## config.mk

```make
export PLATFORM = sky130hd
export DESIGN_NAME = utf8_lossy_repair
export DESIGN_NICKNAME = d
export VERILOG_FILES = /design/src/sv/ulr_pkg.sv /design/src/sv/utf8_lossy_repair.sv /design/src/sv/ulr_front.sv /design/src/sv/ulr_queue.sv /design/src/sv/ulr_back.sv
export SDC_FILE = /design/constraint.sdc
export NUM_CORES = 1
export LEC_CHECK = 0
export ABC_AREA = 1
export BUFFER_PORTS_ARGS = -buffer_cell sky130_fd_sc_hd__buf_2
export CAP_MARGIN = 30
export CORE_UTILIZATION = 36
export CTS_CLUSTER_SIZE = 20
export DETAILED_ROUTE_END_ITERATION = 10
export HOLD_SLACK_MARGIN = 0.15
export PLACE_DENSITY_LB_ADDON = 0.08
export SYNTH_ARGS = -nofsm -noshare
export SYNTH_HDL_FRONTEND = slang
export SYNTH_SLANG_ARGS = --single-unit
export TNS_END_PERCENT = 10
```

## constraint.sdc

```tcl
create_clock -name clk_i -period 5.2 [get_ports clk_i]
set_input_delay 1.56 -clock clk_i [delete_from_list [all_inputs] [get_ports clk_i]]
set_output_delay 1.56 -clock clk_i [all_outputs]
set_load 0.1 [all_outputs]
```

## src/sv/ulr_pkg.sv

```systemverilog
// Package of the UTF-8 repair block: byte codes, job type, classifier functions.
// No dependencies.
package ulr_pkg;

  localparam int unsigned MaxOut   = 6;
  localparam int unsigned QDepth   = 4;
  localparam int unsigned QPtrW    = $clog2(QDepth);
  localparam int unsigned QCntW    = $clog2(QDepth + 1);

  localparam logic [7:0] RepByte0 = 8'hEF;
  localparam logic [7:0] RepByte1 = 8'hBF;
  localparam logic [7:0] RepByte2 = 8'hBD;

  localparam logic [7:0] ContLo   = 8'h80;
  localparam logic [7:0] ContHi   = 8'hBF;
  localparam logic [7:0] Lead2Lo  = 8'hC2;
  localparam logic [7:0] Lead2Hi  = 8'hDF;
  localparam logic [7:0] Lead3Lo  = 8'hE0;
  localparam logic [7:0] Lead3Hi  = 8'hEF;
  localparam logic [7:0] Lead4Lo  = 8'hF0;
  localparam logic [7:0] Lead4Hi  = 8'hF4;
  localparam logic [7:0] LeadSurr = 8'hED;
  localparam logic [7:0] LimA0    = 8'hA0;
  localparam logic [7:0] Lim90    = 8'h90;
  localparam logic [7:0] Lim8F    = 8'h8F;

  typedef enum logic [2:0] {
    LEAD_ASCII,
    LEAD_TWO,
    LEAD_THREE,
    LEAD_FOUR,
    LEAD_BAD
  } lead_class_e;

  // One queue entry: all result bytes caused by one input byte.
  typedef struct packed {
    logic [MaxOut-1:0][7:0] bytes;
    logic [2:0]             cnt;
    logic                   eob;
  } ulr_job_t;

  function automatic lead_class_e classify_lead(input logic [7:0] b);
    lead_class_e c;
    if (b < ContLo)                       c = LEAD_ASCII;
    else if (b >= Lead2Lo && b <= Lead2Hi) c = LEAD_TWO;
    else if (b >= Lead3Lo && b <= Lead3Hi) c = LEAD_THREE;
    else if (b >= Lead4Lo && b <= Lead4Hi) c = LEAD_FOUR;
    else                                  c = LEAD_BAD;
    return c;
  endfunction

  function automatic logic cont_ok(input logic [7:0] b, input logic second,
                                   input logic [7:0] lead);
    logic ok;
    ok = (b >= ContLo) && (b <= ContHi);
    if (second) begin
      if (lead == Lead3Lo && b < LimA0)   ok = 1'b0;
      if (lead == LeadSurr && b >= LimA0) ok = 1'b0;
      if (lead == Lead4Lo && b < Lim90)   ok = 1'b0;
      if (lead == Lead4Hi && b > Lim8F)   ok = 1'b0;
    end
    return ok;
  endfunction

endpackage

```

## src/sv/utf8_lossy_repair.sv

```systemverilog
// Top level of the streaming UTF-8 repair block.
// Depends on ulr_pkg, ulr_front, ulr_queue and ulr_back.
//
// Usage:
//   Input channel (in_valid_i / in_stall_o) carries one raw byte per
//   transaction plus end_of_buffer_i on the final byte of a buffer.
//   Output channel (out_valid_o / out_stall_i) carries one repaired byte
//   per transaction; run_last_o marks the last byte caused by one input
//   byte, buffer_last_o the last byte of a buffer.
//   Each input byte causes 0 to 6 output bytes. Ill-formed subparts come
//   out as EF BF BD; a multi-byte sequence is held until complete.
// Path: an accepted input byte is written into the job queue, and its first
//   output byte then enters the output register.
// Throughput: one input byte per cycle while the four-entry job queue has
//   room; the output register drains one byte per cycle while out_stall_i
//   is low, and the back part holds each job until all its results are out.
// Reset: clears the prefix count, the queue and the output valid; no
//   prefix is held afterwards.
// Stall: when out_stall_i is high the output transaction holds; the queue
//   keeps absorbing input until full, then in_stall_o rises.
module utf8_lossy_repair import ulr_pkg::*; (
  input  logic       clk_i,
  input  logic       rst_ni,
  input  logic       in_valid_i,
  output logic       in_stall_o,
  input  logic [7:0] in_byte_i,
  input  logic       end_of_buffer_i,
  output logic       out_valid_o,
  input  logic       out_stall_i,
  output logic [7:0] out_byte_o,
  output logic       run_last_o,
  output logic       buffer_last_o
);

  ulr_job_t job, head;
  logic     push, pop, full, empty, accept;

  // Stall only on a full queue; this is a registered condition.
  assign in_stall_o = full;
  assign accept     = in_valid_i && !in_stall_o;

  ulr_front u_front (
    .clk_i,
    .rst_ni,
    .accept_i        (accept),
    .in_byte_i,
    .end_of_buffer_i,
    .push_o          (push),
    .job_o           (job)
  );

  ulr_queue u_queue (
    .clk_i,
    .rst_ni,
    .push_i     (push),
    .push_job_i (job),
    .full_o     (full),
    .pop_i      (pop),
    .head_o     (head),
    .empty_o    (empty)
  );

  ulr_back u_back (
    .clk_i,
    .rst_ni,
    .head_i        (head),
    .empty_i       (empty),
    .pop_o         (pop),
    .out_valid_o,
    .out_stall_i,
    .out_byte_o,
    .run_last_o,
    .buffer_last_o
  );

endmodule

```

## src/sv/ulr_front.sv

```systemverilog
// Front part: holds the prefix state, classifies each byte and builds its job.
// Depends on ulr_pkg.
module ulr_front import ulr_pkg::*; (
  input  logic       clk_i,
  input  logic       rst_ni,
  input  logic       accept_i,
  input  logic [7:0] in_byte_i,
  input  logic       end_of_buffer_i,
  output logic       push_o,
  output ulr_job_t   job_o
);

  logic [2:0][7:0] store_q, store_d;
  logic [1:0]      count_q, count_d;
  logic [2:0]      len_q, len_d;

  lead_class_e     cls;
  logic            ok;
  logic            lead_phase;
  logic [2:0]      off;
  logic [2:0]      n;

  assign cls = classify_lead(in_byte_i);
  assign ok  = cont_ok(in_byte_i, count_q == 2'd1, store_q[0]);

  always_comb begin
    store_d    = store_q;
    count_d    = count_q;
    len_d      = len_q;
    job_o      = '0;
    n          = 3'd0;
    off        = 3'd0;
    lead_phase = 1'b0;

    if (count_q == 2'd0) begin
      lead_phase = 1'b1;
    end else if (ok) begin
      if ({1'b0, count_q} + 3'd1 >= len_q) begin
        // complete: emit the held prefix followed by this byte
        job_o.bytes[0] = store_q[0];
        case (count_q)
          2'd1: begin
            job_o.bytes[1] = in_byte_i;
            n = 3'd2;
          end
          2'd2: begin
            job_o.bytes[1] = store_q[1];
            job_o.bytes[2] = in_byte_i;
            n = 3'd3;
          end
          default: begin
            job_o.bytes[1] = store_q[1];
            job_o.bytes[2] = store_q[2];
            job_o.bytes[3] = in_byte_i;
            n = 3'd4;
          end
        endcase
        count_d = 2'd0;
        len_d   = 3'd0;
      end else begin
        store_d[count_q] = in_byte_i;
        count_d          = count_q + 2'd1;
      end
    end else begin
      // rejected continuation: replace the prefix, retry the byte as a lead
      job_o.bytes[0] = RepByte0;
      job_o.bytes[1] = RepByte1;
      job_o.bytes[2] = RepByte2;
      n          = 3'd3;
      off        = 3'd3;
      count_d    = 2'd0;
      len_d      = 3'd0;
      lead_phase = 1'b1;
    end

    if (lead_phase) begin
      case (cls)
        LEAD_ASCII: begin
          job_o.bytes[off] = in_byte_i;
          n = off + 3'd1;
        end
        LEAD_BAD: begin
          job_o.bytes[off]        = RepByte0;
          job_o.bytes[off + 3'd1] = RepByte1;
          job_o.bytes[off + 3'd2] = RepByte2;
          n = off + 3'd3;
        end
        LEAD_TWO, LEAD_THREE, LEAD_FOUR: begin
          store_d[0] = in_byte_i;
          count_d    = 2'd1;
          len_d      = (cls == LEAD_TWO) ? 3'd2 : (cls == LEAD_THREE) ? 3'd3 : 3'd4;
        end
        default: begin
          n = off;
        end
      endcase
    end

    // flush a truncated prefix at the end of the buffer
    if (end_of_buffer_i && count_d != 2'd0) begin
      job_o.bytes[n]        = RepByte0;
      job_o.bytes[n + 3'd1] = RepByte1;
      job_o.bytes[n + 3'd2] = RepByte2;
      n       = n + 3'd3;
      count_d = 2'd0;
      len_d   = 3'd0;
    end

    job_o.cnt = n;
    job_o.eob = end_of_buffer_i;
  end

  assign push_o = accept_i && (n != 3'd0);

  always_ff @(posedge clk_i or negedge rst_ni) begin
    if (!rst_ni) begin
      count_q <= 2'd0;
      len_q   <= 3'd0;
    end else if (accept_i) begin
      count_q <= count_d;
      len_q   <= len_d;
    end
  end

  always_ff @(posedge clk_i) begin
    if (accept_i) begin
      store_q <= store_d;
    end
  end

endmodule

```

## src/sv/ulr_queue.sv

```systemverilog
// Job queue between the front and back parts.
// Depends on ulr_pkg.
module ulr_queue import ulr_pkg::*; (
  input  logic     clk_i,
  input  logic     rst_ni,
  input  logic     push_i,
  input  ulr_job_t push_job_i,
  output logic     full_o,
  input  logic     pop_i,
  output ulr_job_t head_o,
  output logic     empty_o
);

  ulr_job_t         entries_q [QDepth];
  logic [QPtrW-1:0] wr_q, rd_q;
  logic [QCntW-1:0] cnt_q;

  assign full_o  = (cnt_q == QCntW'(QDepth));
  assign empty_o = (cnt_q == '0);
  assign head_o  = entries_q[rd_q];

  always_ff @(posedge clk_i or negedge rst_ni) begin
    if (!rst_ni) begin
      wr_q  <= '0;
      rd_q  <= '0;
      cnt_q <= '0;
    end else begin
      if (push_i) wr_q <= wr_q + 1'b1;
      if (pop_i)  rd_q <= rd_q + 1'b1;
      if (push_i && !pop_i)      cnt_q <= cnt_q + 1'b1;
      else if (pop_i && !push_i) cnt_q <= cnt_q - 1'b1;
    end
  end

  always_ff @(posedge clk_i) begin
    if (push_i) entries_q[wr_q] <= push_job_i;
  end

endmodule

```

## src/sv/ulr_back.sv

```systemverilog
// Back part: walks the head job byte by byte into the output register.
// Depends on ulr_pkg.
module ulr_back import ulr_pkg::*; (
  input  logic       clk_i,
  input  logic       rst_ni,
  input  ulr_job_t   head_i,
  input  logic       empty_i,
  output logic       pop_o,
  output logic       out_valid_o,
  input  logic       out_stall_i,
  output logic [7:0] out_byte_o,
  output logic       run_last_o,
  output logic       buffer_last_o
);

  logic [2:0] idx_q;
  logic       valid_q;
  logic [7:0] byte_q;
  logic       run_last_q, buffer_last_q;
  logic       load, last;

  assign load  = !empty_i && (!valid_q || !out_stall_i);
  assign last  = (idx_q == head_i.cnt - 3'd1);
  assign pop_o = load && last;

  always_ff @(posedge clk_i or negedge rst_ni) begin
    if (!rst_ni) begin
      valid_q <= 1'b0;
      idx_q   <= 3'd0;
    end else begin
      if (load) begin
        valid_q <= 1'b1;
        idx_q   <= last ? 3'd0 : idx_q + 3'd1;
      end else if (!out_stall_i) begin
        valid_q <= 1'b0;
      end
    end
  end

  always_ff @(posedge clk_i) begin
    if (load) begin
      byte_q        <= head_i.bytes[idx_q];
      run_last_q    <= last;
      buffer_last_q <= last && head_i.eob;
    end
  end

  assign out_valid_o   = valid_q;
  assign out_byte_o    = byte_q;
  assign run_last_o    = run_last_q;
  assign buffer_last_o = buffer_last_q;

endmodule

```

### Word level (Yosys, flattened, before mapping)

Memory sizes are Yosys's and may differ from the RTL's.
Cells that the tools add are included.

* input bits: 13
* register bits after elaboration: 50
* bits in latches: 0
* memories: 1
* memory bits (writable): 208
* bits in read-only memories: 0
* logic and storage cells: 203
* output and inout port bits: 12

* reductions and logical operators: 39
* add/subtract/negate cells: 14
* divide/modulo/power cells: 0
* bitwise gates (word level): 20
* $mul: 0
* muxes and demuxes: 74
* magnitude comparators: 29
* shifts and indexed selects: 0
* equality and inequality tests: 13

Memory list
* u_queue.entries_q: words 4, width 52, rd ports 1, clocked after memory_dff 0, write ports 1, line ulr_queue.sv:14 `ulr_job_t entries_q [QDepth];`

Operator list (number)
* demux 8 bit (select 3 bit): 6
* two-way mux 8 bit: 16
* OR 42 bit: 3
* two-way mux 48 bit: 2
* case mux 48 bit (2 select lines): 1
* OR 36 bit: 2
* two-way mux 32 bit: 2
* two-way mux 3 bit: 21
* bitwise mux 48 bit: 1
* OR 28 x 42 -> 42 bit: 1
* >= comparator 8 bit, second input constant: 5
* equality test 8 bit, second input constant: 4
* <= comparator 8 bit, second input constant: 4
* < comparator 3 x 4 -> 1 bit, second input constant: 7
* bitwise AND 12 bit: 2
* binary-select mux 8 bit (select 3 bit): 1
* bitwise mux 24 bit: 1
* < comparator 8 bit, second input constant: 3
* two-way mux 24 bit: 1
* inverter 12 bit: 2
* inverter 6 bit: 4
* logical AND 1 bit: 23
* bitwise AND 6 bit: 3
* >= comparator 3 x 1 -> 1 bit, second input constant: 6
* other kinds (33): 68

### Logic depth before layout (Yosys ltp)

* depth in word-level cells: 23
* depth in mapped cells: 28
* mapped depth without buffers: 27

### Modules after synthesis

Synthesis repeated with hierarchy kept, for this count alone.

* cell total of the unflattened synthesis: 1177
* area total of the unflattened synthesis: 12304.3 µm²

Modules (own cells, without submodules)
* ulr_queue: seq. area each 6421.2 µm², instances 1, cells an instance 654, area each 8609.5 µm²
* ulr_front: seq. area each 845.8 µm², instances 1, cells an instance 362, area each 2612.5 µm²
* ulr_back: seq. area each 400.4 µm², instances 1, cells an instance 159, area each 1072.3 µm²
* utf8_lossy_repair: seq. area each 0.0 µm², instances 1, cells an instance 2, area each 10.0 µm²

### Worst setup path before layout

No wires, ideal clock.

* path kind: input to register
* start: input in_byte_i[5]
* end: memory u_queue.entries_q[0][0] (netlist bit), enable pin
* required time: 4.754 ns
* stages: 18
* setup time: 0.446 ns
* arrival time: 5.066 ns
* buffers on the path: 0
* setup slack: -0.312 ns
* cell sequence: inv_2 nand2_1 nand2_1 nor2_2 nor2_2 nand2_4 nand2_2 nand2_4 nand2_1 nand2_1 nand2_2 inv_2 ha_1 nand3_1 nand2_1 nand3_1 nand2_1 nor2_1

* cells in the longest elaborated chain, start to end: 18
* elaborated cells between the ends (all ways): 58
* those cells by class: add/sub: 3; order compare: 13; eq/ne: 4; mux: 24; reduce/logical: 14

Ends and longest elaborated chain
* from (decl): line utf8_lossy_repair.sv:26 `input logic [7:0] in_byte_i,`
* >= comparator 8 bit (tied with other cells): line ulr_pkg.sv:55 `ok = (b >= ContLo) && (b <= ContHi);`
* logical AND 1 bit, on equally long branches: line ulr_pkg.sv:55, ulr_pkg.sv:57
* two-way mux 1 bit: line ulr_pkg.sv:57 `if (lead == Lead3Lo && b < LimA0) ok = 1'b0;`
* two-way mux 1 bit: line ulr_pkg.sv:58 `if (lead == LeadSurr && b >= LimA0) ok = 1'b0;`
* two-way mux 1 bit: line ulr_pkg.sv:59 `if (lead == Lead4Lo && b < Lim90) ok = 1'b0;`
* two-way mux 1 bit: line ulr_pkg.sv:60 `if (lead == Lead4Hi && b > Lim8F) ok = 1'b0;`
* two-way mux 1 bit: line ulr_pkg.sv:56 `if (second) begin`
* two-way mux 2 bit: line ulr_front.sv:37 `end else if (ok) begin`
* [2 not listed]
* case mux 3 bit (3 select lines) or two-way mux 2 bit (tied branches): line ulr_front.sv:77, ulr_front.sv:76
* two-way mux 3 bit or nonzero test 2 bit (tied branches): line ulr_front.sv:76, ulr_front.sv:100
* adder 3 x 2 -> 3 bit or logical AND 1 bit (tied branches): line ulr_front.sv:104, ulr_front.sv:100
* two-way mux 3 bit (*): line ulr_front.sv:100 `if (end_of_buffer_i && count_d != 2'd0) begin`
* nonzero test 3 bit (*): line ulr_front.sv:113 `assign push_o = accept_i && (n != 3'd0);`
* logical AND 1 bit (*): line ulr_front.sv:113
* two-way mux 1 bit (*): line ulr_queue.sv:36 `if (push_i) entries_q[wr_q] <= push_job_i;`
* two-way mux 1 bit (implied by the code) (*): line ulr_queue.sv:36
* to (decl): line ulr_queue.sv:14

Every way passes the cells marked *; elsewhere a longest branch is shown, timed or not.

### Worst setup path in the final report

* start: register u_front.count_q[0]
* end: register u_queue.cnt_q[2]

* cells in the longest elaborated chain, start to end: 15
* elaborated cells between the ends (all ways): 35
* those cells by class: add/sub: 5; order compare: 1; eq/ne: 2; mux: 18; reduce/logical: 9

Ends and longest elaborated chain
* from (decl): line ulr_front.sv:14 `logic [1:0] count_q, count_d;`
* from (signal assigned): line ulr_front.sv:120 `count_q <= count_d;`
* branches (longest 9 deep; another with adder 2 x 1 -> 3 bit)
* two-way mux 3 bit (*): line ulr_front.sv:100
* nonzero test 3 bit (*): line ulr_front.sv:113
* logical AND 1 bit (*): line ulr_front.sv:113
* named net push: line utf8_lossy_repair.sv:36 `logic push, pop, full, empty, accept;`
* logical NOT 1 bit: line ulr_queue.sv:31 `else if (pop_i && !push_i) cnt_q <= cnt_q - 1'b1;`
* logical AND 1 bit: line ulr_queue.sv:31
* nonzero test 2 bit (no source line)
* to (signal assigned): line ulr_queue.sv:30 `if (push_i && !pop_i) cnt_q <= cnt_q + 1'b1;`
* to (signal assigned): line ulr_queue.sv:31
* to (decl): line ulr_queue.sv:16 `logic [QCntW-1:0] cnt_q;`

Mark *: on every way through the listed nets, which the timed path passes.
A chain may end at the register's enable or synchronous reset.

==> metrics.yaml <==
p_comb_frac: 0.387
grtUsageMet3: 0.0222
ir_drop_v: 0.000317
area_growth_pct: 14.6
fill_cells: 2593
ant_nets: 0
worstSkewPairLatency_ns: 0.54
arrival_ns: 4.70
ys_types: 45
cts_buffers: 25
min_period_ns: 4.28
seq_area_frac_synth: 0.664
cp.required_ns: 5.62
netlist_area_um2: 10100
grt_use_met2: 0.309
start_kind: "flip-flop"
fin_nets: 949
cts.repair.resized: 0
dp_cells: 1264
period_share: 0.824
path_class: "reg -> reg"
fmaxAchievable_mhz: 234
crit_fanout: 9
vias: 6776
core_um2: 27300
cts_hold_buf: 0
leakagePower_nw: 4.30
start_util: 0.371
drive_above_1_share: 0.124
cts-htree-levels: 1
synth_area_leaders: "edfxtp_1, o21ai_0, nand2_1, nor2_1, dfrtp_1"
worst-slew-pin-transition_ns: 0.979
synth_top_area_cell: "edfxtp_1"
cp-end-kind: "flip-flop"
ys_ff_latch: 226
outcome: "completed"
die_w_um: 170
drv_slew: 0
pin_count: 25
hpwl_mm: 16.3
drc: 0
synth_area_per_cell_um2: 11.4
synth_edf_count: 210
globalRouteTotalUtil: 0.186
async_flop_share: 0.0708
clockRootBuffer: "clkbuf_16"
tritoncts: "built"
fin_worst_skew_ns: 0.0143
post_cts_buffers: 0
p_sw_mw: 3.03
placed_area_um2: 10800
drtIter0Drc: 540
antenna_found_initial: 1
clkSlewWorstSetupHoldPaths_ns: 0.06
grt_use_met1: 0.255
grt_pass1_wl_mm: 40.1
dieArea_um2: 28700
place.gp.congestion: 0.880
cap_violations: 0
port_buffers: 24
hold_path.class: "reg -> reg"
antennaDiodeCount: 0
chipHeight_um: 170
power_density_nw_per_um2: 643
maxSlewHeadroom: 0.339
busiest_layer: "met2"
grt_pass1_vias: 6679
seqPwrFrac: 0.375
yosysWarningCount: 0
cts_sinks: 226
synth_common_cells: "edfxtp_1, nand2_1, nor2_1"
wl_mm: 25.9
stdcell_area_um2: 11600
final_cells: 1310
viasPerCell: 5.17
grt_max_degree: 66
ys.flop_type: "edfxtp_1"
grt-ovfl-total: 0
yosysMostFrequentCell: "edfxtp_1"
drt_pass1_iterations: 5
p_sw_frac: 0.407
power_frac_clock: 0.238
rsz0062_at_grt: "false"
wl_per_cell_um: 19.8
rows: 60
final-setup-viol-count: 0
yosysTopAreaCellShare: 0.624
p_int_mw: 4.42
hold_violations: 0
clock_path_buffers: 3
synth_cells: 885
## cells in the final DEF, fill, tap and decap left out, types with 5 or more instances in the layout
cell       count
clkinv_2       8
a21oi_1        9
nor2_1       109
xor2_1         7
ha_1          16
buf_4         10
nand4_1        9
nor3_1         7
nand3_1       51
nand2_1      127
o211ai_1      16
o22ai_1       14
o221ai_1      29
inv_2          7
edfxtp_1     210
dfrtp_1       15
clkbuf_1       5
inv_1         56
nand2_2        7
o21ai_0      110
o311ai_0       5
clkbuf_16     25
conb_1         8
buf_2         24
## metrics by stage
stage	hold slack [ns]	TNS [ns]	setup WS (ns)	util	power (mW)
2_1_floorplan	0.491	-54.86	-0.312	-	4.80
3_3_place_gp	0.487	0	0.567	0.395	5.77
3_5_place_dp	0.487	0	0.508	0.395	5.75
4_1_cts	0.502	0	0.892	0.425	7.53
5_1_grt	0.551	0	0.456	0.425	7.91
6_report	0.497	0	0.917	0.425	7.45
## power groups by stage
stage | registers (mW) | clock network (mW) | logic (mW)
floorplan | 3.11 | 0 | 1.69
global placement | 2.83 | 0 | 2.94
detailed placement | 2.83 | 0 | 2.92
CTS | 2.80 | 1.81 | 2.92
global route | 2.83 | 1.89 | 3.19
finish | 2.79 | 1.78 | 2.88
## path summary, 6_finish.rpt
check / startpoint / endpoint / slack [ns] / cells after the start
max in group asynchronous: rst_ni / u_queue.rd_q[0] / 3.94 / 1
worst max register to register: u_front.count_q[0] / u_queue.cnt_q[2] / 0.92 / 24
worst min register to register: u_back.out_valid_o / u_back.out_valid_o / 0.50 / 2
worst min-delay path: u_back.out_valid_o / u_back.out_valid_o / 0.50 / 2
worst max-delay path: u_front.count_q[0] / u_queue.cnt_q[2] / 0.92 / 24
min in group asynchronous: rst_ni / u_back.idx_q[1] / 0.94 / 1
## per-layer routing
layer  share of wire  vias to the layer above  routed length [µm]
met5               0                        -                   0
met4           0.025                        0                 640
met3           0.038                       38                 989
met2            0.47                      155               12200
met1            0.47                     3320               12100
li1                -                     3263                   -
## critical path, stage by stage, from the launching register on
cell and delay, ns:
dfrtp_1 0.47, inv_1 0.12, ha_1 0.36, ha_1 0.32, nand3b_1 0.09, nand3_2 0.21
nand2_1 0.16, inv_1 0.27, nand2_1 0.08, nand2_1 0.08, nand2_1 0.06, nand2_2 0.10
inv_2 0.07, ha_1 0.36, nand3_1 0.10, nand2_1 0.07, nand3_1 0.12, nand2_1 0.08
inv_1 0.06, ha_1 0.14, inv_1 0.06, fa_1 0.37, a21oi_1 0.14, o21ai_0 0.10
xor2_1 0.15
## layout make-up
type	instances	area (µm²)	share of cell area
Timing Repair Buffer	38	275	0.0238
Tap cell	372	465	0.0402
Multi-Input combinational cell	562	3060	0.264
Clock buffer	31	658	0.0568
Clock inverter	15	165	0.0143
Inverter	66	250	0.0216
Sequential cell	226	6710	0.579
## flip-flops by register name, indices dropped and copies added, names as in the netlist, 2 cells and up
signal             count
u_back.idx_q           3
u_back.out_byte_o      8
u_front.count_q        2
u_front.len_q          3
u_front.store_q       24
u_queue.cnt_q          3
u_queue.entries_q    176
u_queue.rd_q           2
u_queue.wr_q           2
## kinds of logic after synthesis
group	Yosys count	synth area share
AOI/OAI and AO/OA	196	0.122
xor gates and xnor gates	9	0.00966
adders and majority gates	17	0.0218
buffers and inverters	104	0.0394
DFF	226	0.664
muxes	2	0.00211
other	1	0.000371
and+or+nand+nor	330	0.141
No activity file was read; power rests on OpenSTA's default activity.
